`src/hw/rtl/hfe_pkg.sv`:
```
// Shared constants, types and the FCS-16 byte update for the HDLC frame encoder.
`default_nettype none
package hfe_pkg;

  localparam logic [7:0]  FLAG_BYTE = 8'h7E;
  localparam logic [7:0]  ESC_BYTE  = 8'h7D;
  localparam logic [7:0]  ESC_XOR   = 8'h20;
  localparam logic [15:0] FCS_POLY  = 16'h8408;
  localparam logic [15:0] FCS_START = 16'hFFFF;

  localparam int unsigned CFG_IDX_W = 3;
  typedef logic [CFG_IDX_W-1:0] cfg_idx_t;

  localparam cfg_idx_t REG_ADDR_0  = 3'd0;
  localparam cfg_idx_t REG_ADDR_1  = 3'd1;
  localparam cfg_idx_t REG_ADDR_2  = 3'd2;
  localparam cfg_idx_t REG_ADDR_3  = 3'd3;
  localparam cfg_idx_t REG_CONTROL = 3'd4;
  localparam cfg_idx_t REG_STATION = 3'd5;

  localparam logic [7:0] CONTROL_RESET = 8'h03;

  typedef logic [2:0] slot_t;

  localparam slot_t SLOT_OPEN   = 3'd0;
  localparam slot_t SLOT_ADDR   = 3'd1;
  localparam slot_t SLOT_CTRL   = 3'd2;
  localparam slot_t SLOT_STN    = 3'd3;
  localparam slot_t SLOT_DATA   = 3'd4;
  localparam slot_t SLOT_FCS_LO = 3'd5;
  localparam slot_t SLOT_FCS_HI = 3'd6;
  localparam slot_t SLOT_CLOSE  = 3'd7;

  typedef struct packed {
    logic [3:0][7:0] address;
    logic [7:0]      control;
    logic [7:0]      station;
  } regs_t;

  function automatic logic [15:0] fcs_update(input logic [15:0] fcs, input logic [7:0] b);
    logic [15:0] f;
    f = fcs ^ {8'h00, b};
    for (int k = 0; k < 8; k++) begin
      if (f[0]) begin
        f = (f >> 1) ^ FCS_POLY;
      end else begin
        f = f >> 1;
      end
    end
    return f;
  endfunction

endpackage
`default_nettype wire

```
`src/hw/rtl/hfe_in_if.sv`:
```
// Input channel: payload byte with end-of-frame mark.
`default_nettype none
interface hfe_in_if;
  logic       valid;
  logic       ready;
  logic [7:0] payload_byte;
  logic       end_of_frame;

  modport source (output valid, output payload_byte, output end_of_frame, input ready);
  modport sink   (input valid, input payload_byte, input end_of_frame, output ready);
endinterface
`default_nettype wire

```
`src/hw/rtl/hfe_out_if.sv`:
```
// Result channel: one line byte with end-of-run mark.
`default_nettype none
interface hfe_out_if;
  logic       valid;
  logic       ready;
  logic [7:0] line_byte;
  logic       last_of_run;

  modport source (output valid, output line_byte, output last_of_run, input ready);
  modport sink   (input valid, input line_byte, input last_of_run, output ready);
endinterface
`default_nettype wire

```
`src/hw/rtl/hfe_cfg_if.sv`:
```
// Configuration write channel: register index and write data.
`default_nettype none
interface hfe_cfg_if;
  logic                     valid;
  logic                     ready;
  logic [hfe_pkg::CFG_IDX_W-1:0] index;
  logic [7:0]               data;

  modport source (output valid, output index, output data, input ready);
  modport sink   (input valid, input index, input data, output ready);
endinterface
`default_nettype wire

```
`src/hw/rtl/hfe_cfg_regs.sv`:
```
// Configuration register bank: address rotation, control and station bytes.
`default_nettype none
module hfe_cfg_regs (
  input  wire logic   clk,
  input  wire logic   rst_n,
  hfe_cfg_if.sink     cfg_ch,
  output hfe_pkg::regs_t regs
);

  hfe_pkg::regs_t regs_r;

  assign cfg_ch.ready = 1'b1;
  assign regs         = regs_r;

  always_ff @(posedge clk) begin
    if (!rst_n) begin
      regs_r.address <= '0;
      regs_r.control <= hfe_pkg::CONTROL_RESET;
      regs_r.station <= 8'h00;
    end else if (cfg_ch.valid) begin
      case (cfg_ch.index)
        hfe_pkg::REG_ADDR_0:  regs_r.address[0] <= cfg_ch.data;
        hfe_pkg::REG_ADDR_1:  regs_r.address[1] <= cfg_ch.data;
        hfe_pkg::REG_ADDR_2:  regs_r.address[2] <= cfg_ch.data;
        hfe_pkg::REG_ADDR_3:  regs_r.address[3] <= cfg_ch.data;
        hfe_pkg::REG_CONTROL: regs_r.control    <= cfg_ch.data;
        hfe_pkg::REG_STATION: regs_r.station    <= cfg_ch.data;
        default: ;
      endcase
    end
  end

endmodule
`default_nettype wire

```
`src/hw/rtl/hdlc_frame_encoder_fcs16_core.sv`:
```
// Top level: HDLC-like async frame encoder with byte stuffing and FCS-16.
//
//  channel | dir | payload                       | transfer when
//  in_ch   | in  | payload_byte[7:0], end_of_frame | valid && ready
//  out_ch  | out | line_byte[7:0], last_of_run     | valid && ready
//  cfg_ch  | in  | index[2:0], data[7:0]          | valid && ready (ready tied high)
//
// One line byte per cycle leaves the emitter while out_ch is not stalled; an input item
// causes 1 to 14 line bytes, each passing through the single output byte slot.
// The next item is taken in the cycle its predecessor emits its final byte.
// FCS is folded one byte at a time as header and payload bytes are emitted.
// Synchronous active-low reset clears frame state and restarts the address rotation at address 0.
// out_ch stalls hold the output register and freeze the emitter.
`default_nettype none
module hdlc_frame_encoder_fcs16_core (
  input wire logic clk,
  input wire logic rst_n,
  hfe_in_if.sink   in_ch,
  hfe_out_if.source out_ch,
  hfe_cfg_if.sink  cfg_ch
);

  hfe_pkg::regs_t regs;

  hfe_cfg_regs u_cfg_regs (
    .clk    (clk),
    .rst_n  (rst_n),
    .cfg_ch (cfg_ch),
    .regs   (regs)
  );

  logic           in_frame_r;
  logic [1:0]     addr_slot_r;
  logic           item_v_r;
  logic [7:0]     item_byte_r;
  logic           item_eof_r;
  logic [7:0]     item_addr_r;
  hfe_pkg::slot_t slot_r;
  logic           phase_r;
  logic [15:0]    fcs_r;
  logic           out_v_r;
  logic [7:0]     out_byte_r;
  logic           out_last_r;

  logic [7:0]     cur_byte;
  logic           stuffable;
  logic           is_data;
  logic           need_esc;
  logic [7:0]     line_nxt;
  logic           at_end_slot;
  logic           byte_last;
  logic           adv;
  logic           step;
  logic           accept;
  logic [1:0]     addr_slot_nxt;
  logic [15:0]    fcs_base;

  always_comb begin
    case (slot_r)
      hfe_pkg::SLOT_OPEN:   cur_byte = hfe_pkg::FLAG_BYTE;
      hfe_pkg::SLOT_ADDR:   cur_byte = item_addr_r;
      hfe_pkg::SLOT_CTRL:   cur_byte = regs.control;
      hfe_pkg::SLOT_STN:    cur_byte = regs.station;
      hfe_pkg::SLOT_DATA:   cur_byte = item_byte_r;
      hfe_pkg::SLOT_FCS_LO: cur_byte = fcs_r[7:0];
      hfe_pkg::SLOT_FCS_HI: cur_byte = fcs_r[15:8];
      default:              cur_byte = hfe_pkg::FLAG_BYTE;
    endcase
  end

  assign stuffable   = (slot_r != hfe_pkg::SLOT_OPEN) && (slot_r != hfe_pkg::SLOT_CLOSE);
  assign is_data     = (slot_r == hfe_pkg::SLOT_ADDR) || (slot_r == hfe_pkg::SLOT_CTRL) ||
                       (slot_r == hfe_pkg::SLOT_STN)  || (slot_r == hfe_pkg::SLOT_DATA);
  assign need_esc    = stuffable &&
                       ((cur_byte == hfe_pkg::FLAG_BYTE) || (cur_byte == hfe_pkg::ESC_BYTE));
  assign line_nxt    = phase_r  ? (cur_byte ^ hfe_pkg::ESC_XOR) :
                       need_esc ? hfe_pkg::ESC_BYTE : cur_byte;
  assign at_end_slot = slot_r == (item_eof_r ? hfe_pkg::SLOT_CLOSE : hfe_pkg::SLOT_DATA);
  assign byte_last   = at_end_slot && (phase_r || !need_esc);

  assign adv    = !out_v_r || out_ch.ready;
  assign step   = adv && item_v_r;
  assign in_ch.ready = !item_v_r || (step && byte_last);
  assign accept = in_ch.valid && in_ch.ready;

  assign addr_slot_nxt = addr_slot_r + 2'd1;
  assign fcs_base      = (slot_r == hfe_pkg::SLOT_ADDR) ? hfe_pkg::FCS_START : fcs_r;

  // frame tracking and item register
  always_ff @(posedge clk) begin
    if (!rst_n) begin
      in_frame_r  <= 1'b0;
      addr_slot_r <= 2'd3;
      item_v_r    <= 1'b0;
      slot_r      <= hfe_pkg::SLOT_OPEN;
      phase_r     <= 1'b0;
    end else begin
      if (accept) begin
        in_frame_r  <= !in_ch.end_of_frame;
        item_v_r    <= 1'b1;
        phase_r     <= 1'b0;
        if (in_frame_r) begin
          slot_r <= hfe_pkg::SLOT_DATA;
        end else begin
          slot_r      <= hfe_pkg::SLOT_OPEN;
          addr_slot_r <= addr_slot_nxt;
        end
      end else if (step) begin
        if (need_esc && !phase_r) begin
          phase_r <= 1'b1;
        end else begin
          phase_r <= 1'b0;
          if (at_end_slot) begin
            item_v_r <= 1'b0;
          end else begin
            slot_r <= slot_r + 3'd1;
          end
        end
      end
    end
  end

  always_ff @(posedge clk) begin
    if (accept) begin
      item_byte_r <= in_ch.payload_byte;
      item_eof_r  <= in_ch.end_of_frame;
      item_addr_r <= regs.address[addr_slot_nxt];
    end
    if (step && is_data && !phase_r) begin
      fcs_r <= hfe_pkg::fcs_update(fcs_base, cur_byte);
    end
  end

  // output register
  always_ff @(posedge clk) begin
    if (!rst_n) begin
      out_v_r <= 1'b0;
    end else if (adv) begin
      out_v_r <= item_v_r;
    end
  end

  always_ff @(posedge clk) begin
    if (step) begin
      out_byte_r <= line_nxt;
      out_last_r <= byte_last;
    end
  end

  assign out_ch.valid       = out_v_r;
  assign out_ch.line_byte   = out_byte_r;
  assign out_ch.last_of_run = out_last_r;

endmodule
`default_nettype wire

```
`src/flat_wrapper.sv`:
```
// flat-port wrapper written by rule: the top's interface ports become plain ports
module hdlc_frame_encoder_fcs16_core_flat 
  (clk, rst_n, in_ch_valid, in_ch_payload_byte, in_ch_end_of_frame, in_ch_ready, out_ch_valid, out_ch_line_byte, out_ch_last_of_run, out_ch_ready, cfg_ch_valid, cfg_ch_index, cfg_ch_data, cfg_ch_ready);
  hfe_in_if in_ch_i ();
  hfe_out_if out_ch_i ();
  hfe_cfg_if cfg_ch_i ();
  input wire logic clk;
  input wire logic rst_n;
  input wire logic [$bits(in_ch_i.valid)-1:0] in_ch_valid;
  input wire logic [$bits(in_ch_i.payload_byte)-1:0] in_ch_payload_byte;
  input wire logic [$bits(in_ch_i.end_of_frame)-1:0] in_ch_end_of_frame;
  output wire logic [$bits(in_ch_i.ready)-1:0] in_ch_ready;
  output wire logic [$bits(out_ch_i.valid)-1:0] out_ch_valid;
  output wire logic [$bits(out_ch_i.line_byte)-1:0] out_ch_line_byte;
  output wire logic [$bits(out_ch_i.last_of_run)-1:0] out_ch_last_of_run;
  input wire logic [$bits(out_ch_i.ready)-1:0] out_ch_ready;
  input wire logic [$bits(cfg_ch_i.valid)-1:0] cfg_ch_valid;
  input wire logic [$bits(cfg_ch_i.index)-1:0] cfg_ch_index;
  input wire logic [$bits(cfg_ch_i.data)-1:0] cfg_ch_data;
  output wire logic [$bits(cfg_ch_i.ready)-1:0] cfg_ch_ready;
  assign in_ch_i.valid = in_ch_valid;
  assign in_ch_i.payload_byte = in_ch_payload_byte;
  assign in_ch_i.end_of_frame = in_ch_end_of_frame;
  assign in_ch_ready = in_ch_i.ready;
  assign out_ch_valid = out_ch_i.valid;
  assign out_ch_line_byte = out_ch_i.line_byte;
  assign out_ch_last_of_run = out_ch_i.last_of_run;
  assign out_ch_i.ready = out_ch_ready;
  assign cfg_ch_i.valid = cfg_ch_valid;
  assign cfg_ch_i.index = cfg_ch_index;
  assign cfg_ch_i.data = cfg_ch_data;
  assign cfg_ch_ready = cfg_ch_i.ready;
  hdlc_frame_encoder_fcs16_core u_core (.clk(clk), .rst_n(rst_n), .in_ch(in_ch_i), .out_ch(out_ch_i), .cfg_ch(cfg_ch_i));
endmodule
```
`config.mk`:
```
export PLATFORM = sky130hd
export DESIGN_NAME = hdlc_frame_encoder_fcs16_core_flat
export DESIGN_NICKNAME = d
export VERILOG_FILES = /design/src/hw/rtl/hfe_pkg.sv /design/src/hw/rtl/hfe_in_if.sv /design/src/hw/rtl/hfe_out_if.sv /design/src/hw/rtl/hfe_cfg_if.sv /design/src/hw/rtl/hfe_cfg_regs.sv /design/src/hw/rtl/hdlc_frame_encoder_fcs16_core.sv /design/src/flat_wrapper.sv
export SDC_FILE = /design/constraint.sdc
export NUM_CORES = 1
export LEC_CHECK = 0
export ABC_AREA = 1
export BUFFER_PORTS_ARGS = -buffer_cell sky130_fd_sc_hd__buf_4
export CAP_MARGIN = 40
export CORE_MARGIN = 3
export CORE_UTILIZATION = 62
export CTS_BUF_LIST = sky130_fd_sc_hd__clkbuf_4 sky130_fd_sc_hd__clkbuf_8
export DETAILED_ROUTE_END_ITERATION = 8
export PLACE_DENSITY_LB_ADDON = 0.1
export SLEW_MARGIN = 5
export SYNTH_ARGS = -nofsm -noshare
export SYNTH_HDL_FRONTEND = slang
export SYNTH_SLANG_ARGS = --single-unit
export TNS_END_PERCENT = 5
```
`constraint.sdc`:
```
create_clock -name clk -period 3.1 [get_ports clk]
set_clock_uncertainty 0.05 [all_clocks]
set_input_delay 0.155 -clock clk [delete_from_list [all_inputs] [get_ports clk]]
set_output_delay 0.155 -clock clk [all_outputs]
set_load 0.03 [all_outputs]
```
==> metrics.txt <==
total grt overflow 0; share of cells above drive strength 1 16.10%; critical path type reg2out; Final Setup Violations 0; Pins Over Slew Limit 0; DP Wirelength 7349 um; top cells by area, synth edfxtp_1, dfxtp_1, nor2_1, nand2_1, o21ai_0; non-filler cells, final 686; Post CTS Setup Buffer Count 0; Power, Total 3.040 mW; Layout area overhead 14.42%; Root Buffer Master clkbuf_8; Die Width a little over 90 um; Synth Warn # 0; pwr/cell area approximately 570 nW/um2; syn_nets between 500 and 600; Worst Max-Slew Pin Slew 0.6034 ns; final setup TNS 0 ns; commonest cells after routing, fill and taps aside nor2_1, nand2_1, dfxtp_1; synthesized area per cell 8.582 um2; # placed instances 659; Hold Fails Final Rpt 0; clock sinks 99; number of global-route vias before repair 3585; placed cell areas between 4000 and 5000 um2; Seq cells post-synth 99; Port Buffers 35; fill cell count 546; TritonCTS clock tree yes; CTS clk-pin slew, worst paths 0.10 ns; Final Cycle Share 89.16%; hold slack 0.01110 ns; unrepaired setup endpoints after global routing false; Design Area, Final approximately 5300 um2; Cell Area, Synth 4634 um2; Die ar. 8548 um2; r2r setup slk 0.37 ns; initial antenna violation count 0; antenna-violating nets left 0; post-synth top area cell edfxtp_1; Final Util 75.54%; Final Critical Period about 2.8 ns; outcome completed; Clock Latency Late Sink 0.37 ns; core area 7019 um2; maxcap violations 0; DR iter-0 viols 199; FMAX 361.8 MHz; Worst Path Max Fanout 9; WL per Instance between 15 and 20 um; Total Routing Usage GR 25.71%; Setup crit end kind primary output; Slew headroom 59.48%; CP required about 2.9 ns; Post-synth EDFFs between 40 and 50; Pleak 2.306 nW; row cnt 30; post-synth top area share 27.21%; Max VDD drop 0.3694 mV; Post-Syn Instances 540; drt total wl just over 10000 um; Placer Congestion around 0.9; largest net degree at the start of global routing 54; ys flop type dfxtp_1; Setup crit start kind flip-flop; ANT cells 0; sequential cell area fraction in the yosys report 51.84%; Ports 37; CTS Buf Count 9; post-synthesis async set-or-reset flop share 0%; first-pass GRT wire length 17270 um; Bufs on Longest Clock Path 2; library cells used by synthesis 33; Initial Utilization 66.02%; drt via density roughly 5.4; min-delay worst type in2reg; # nets final 615; Final WS setup 0.3360 ns; dpl ws about 0.24 ns; most common cell after layout, fill and taps aside nor2_1; Post-route DRC 0; Critical Path AT roughly 2.6 ns; CTS HTree Levels 3; DR pass1 iterations 6; die height 92.46 um; total number of vias between 3000 and 4000
[worst paths after layout]
kind / start / to / depth (start not counted)
min: cfg_ch_data[3] / u_core.u_cfg_regs.regs[19] / 3
min reg2reg: u_core.u_cfg_regs.regs[9] / u_core.u_cfg_regs.regs[9] / 2
max: u_core.slot_r[1] / in_ch_ready / 14
max reg2reg: u_core.slot_r[1] / u_core.item_addr_r[2] / 16
[critical path, stage by stage (launching register included)]
cell	delay, ns
dfxtp_1	0.44
ha_1	0.22
ha_1	0.32
inv_1	0.09
nand2_2	0.10
nor2_4	0.05
nor2_1	0.11
nand2_2	0.10
nand2_1	0.07
clkinv_1	0.05
nor2_1	0.11
nand3_2	0.14
nand3_2	0.11
nand2_4	0.08
buf_4	0.17
[per-layer routing]
layer	GRT usage [%]	part of all wire, %	routed length [um]
met1	31.90	43	4412
met2	44.41	51	5234
met5	0	0	0
met3	6.174	4.8	495
met4	7.673	1.9	201
[registers in the layout, summed over array words and instances (netlist names), 2 cells and up]
name                     count
u_core.out_ch.line_byte      8
u_core.addr_slot_r           2
u_core.slot_r                3
u_core.item_addr_r           8
u_core.u_cfg_regs.regs      48
u_core.item_byte_r           8
u_core.fcs_r                16
[synth_stat cells (2+ instances only)]
cell	n
xnor2_1	12
buf_4	3
nand2_4	4
inv_2	5
a22oi_1	8
nor3_1	5
o21ai_0	47
nand3_1	43
nor2_4	2
clkbuf_1	8
ha_1	5
buf_2	5
dfxtp_1	57
inv_1	26
nand3_2	5
a21oi_1	5
xor2_1	9
nor2_1	152
edfxtp_1	42
nand2_2	6
o41ai_1	8
nand2_1	63
nor2_2	5
buf_6	2
xnor2_2	3
clkinv_1	3
[where the power goes]
group	internal [mW]	switching, mW
logic	0.223	0.360
clock network	0.476	0.458
registers	1.48	0.0434
total	2.18	0.861
[area by class of cell]
class                      count  area, um2  share of cell area (%)
clock inverter                 6      96.34                   1.817
timing repair buffer          53      425.4                   8.023
tap                           96      120.1                   2.265
multi-input combinational    388       1999                   37.71
inverter                      34      127.6                   2.407
clock buffer                  10      131.4                   2.478
sequential                    99       2402                   45.30
[what timing repair did]
action | CTS | global route
endpoints found under the setup margin | 0 | 19
gates resized for setup | 0 | 2
hold buffers | 11 | 0
endpoints found under the hold margin | 16 | 0
[kinds of logic (layout without fill, tap and decap cells)]
| kind of cell | count (synthesis) | in the layout | synth area share (%) |
|---|---|---|---|
| simple gates | 286 | 286 | 26.76 |
| buf+inv | 53 | 103 | 5.237 |
| other cells | 1 | 1 | 0.08092 |
| fa+ha+maj | 5 | 5 | 1.350 |
| flops | 99 | 99 | 51.84 |
| compound gates | 70 | 70 | 8.775 |
| xor+xnor | 26 | 26 | 5.967 |
No activity file was read; power rests on OpenSTA's default activity.
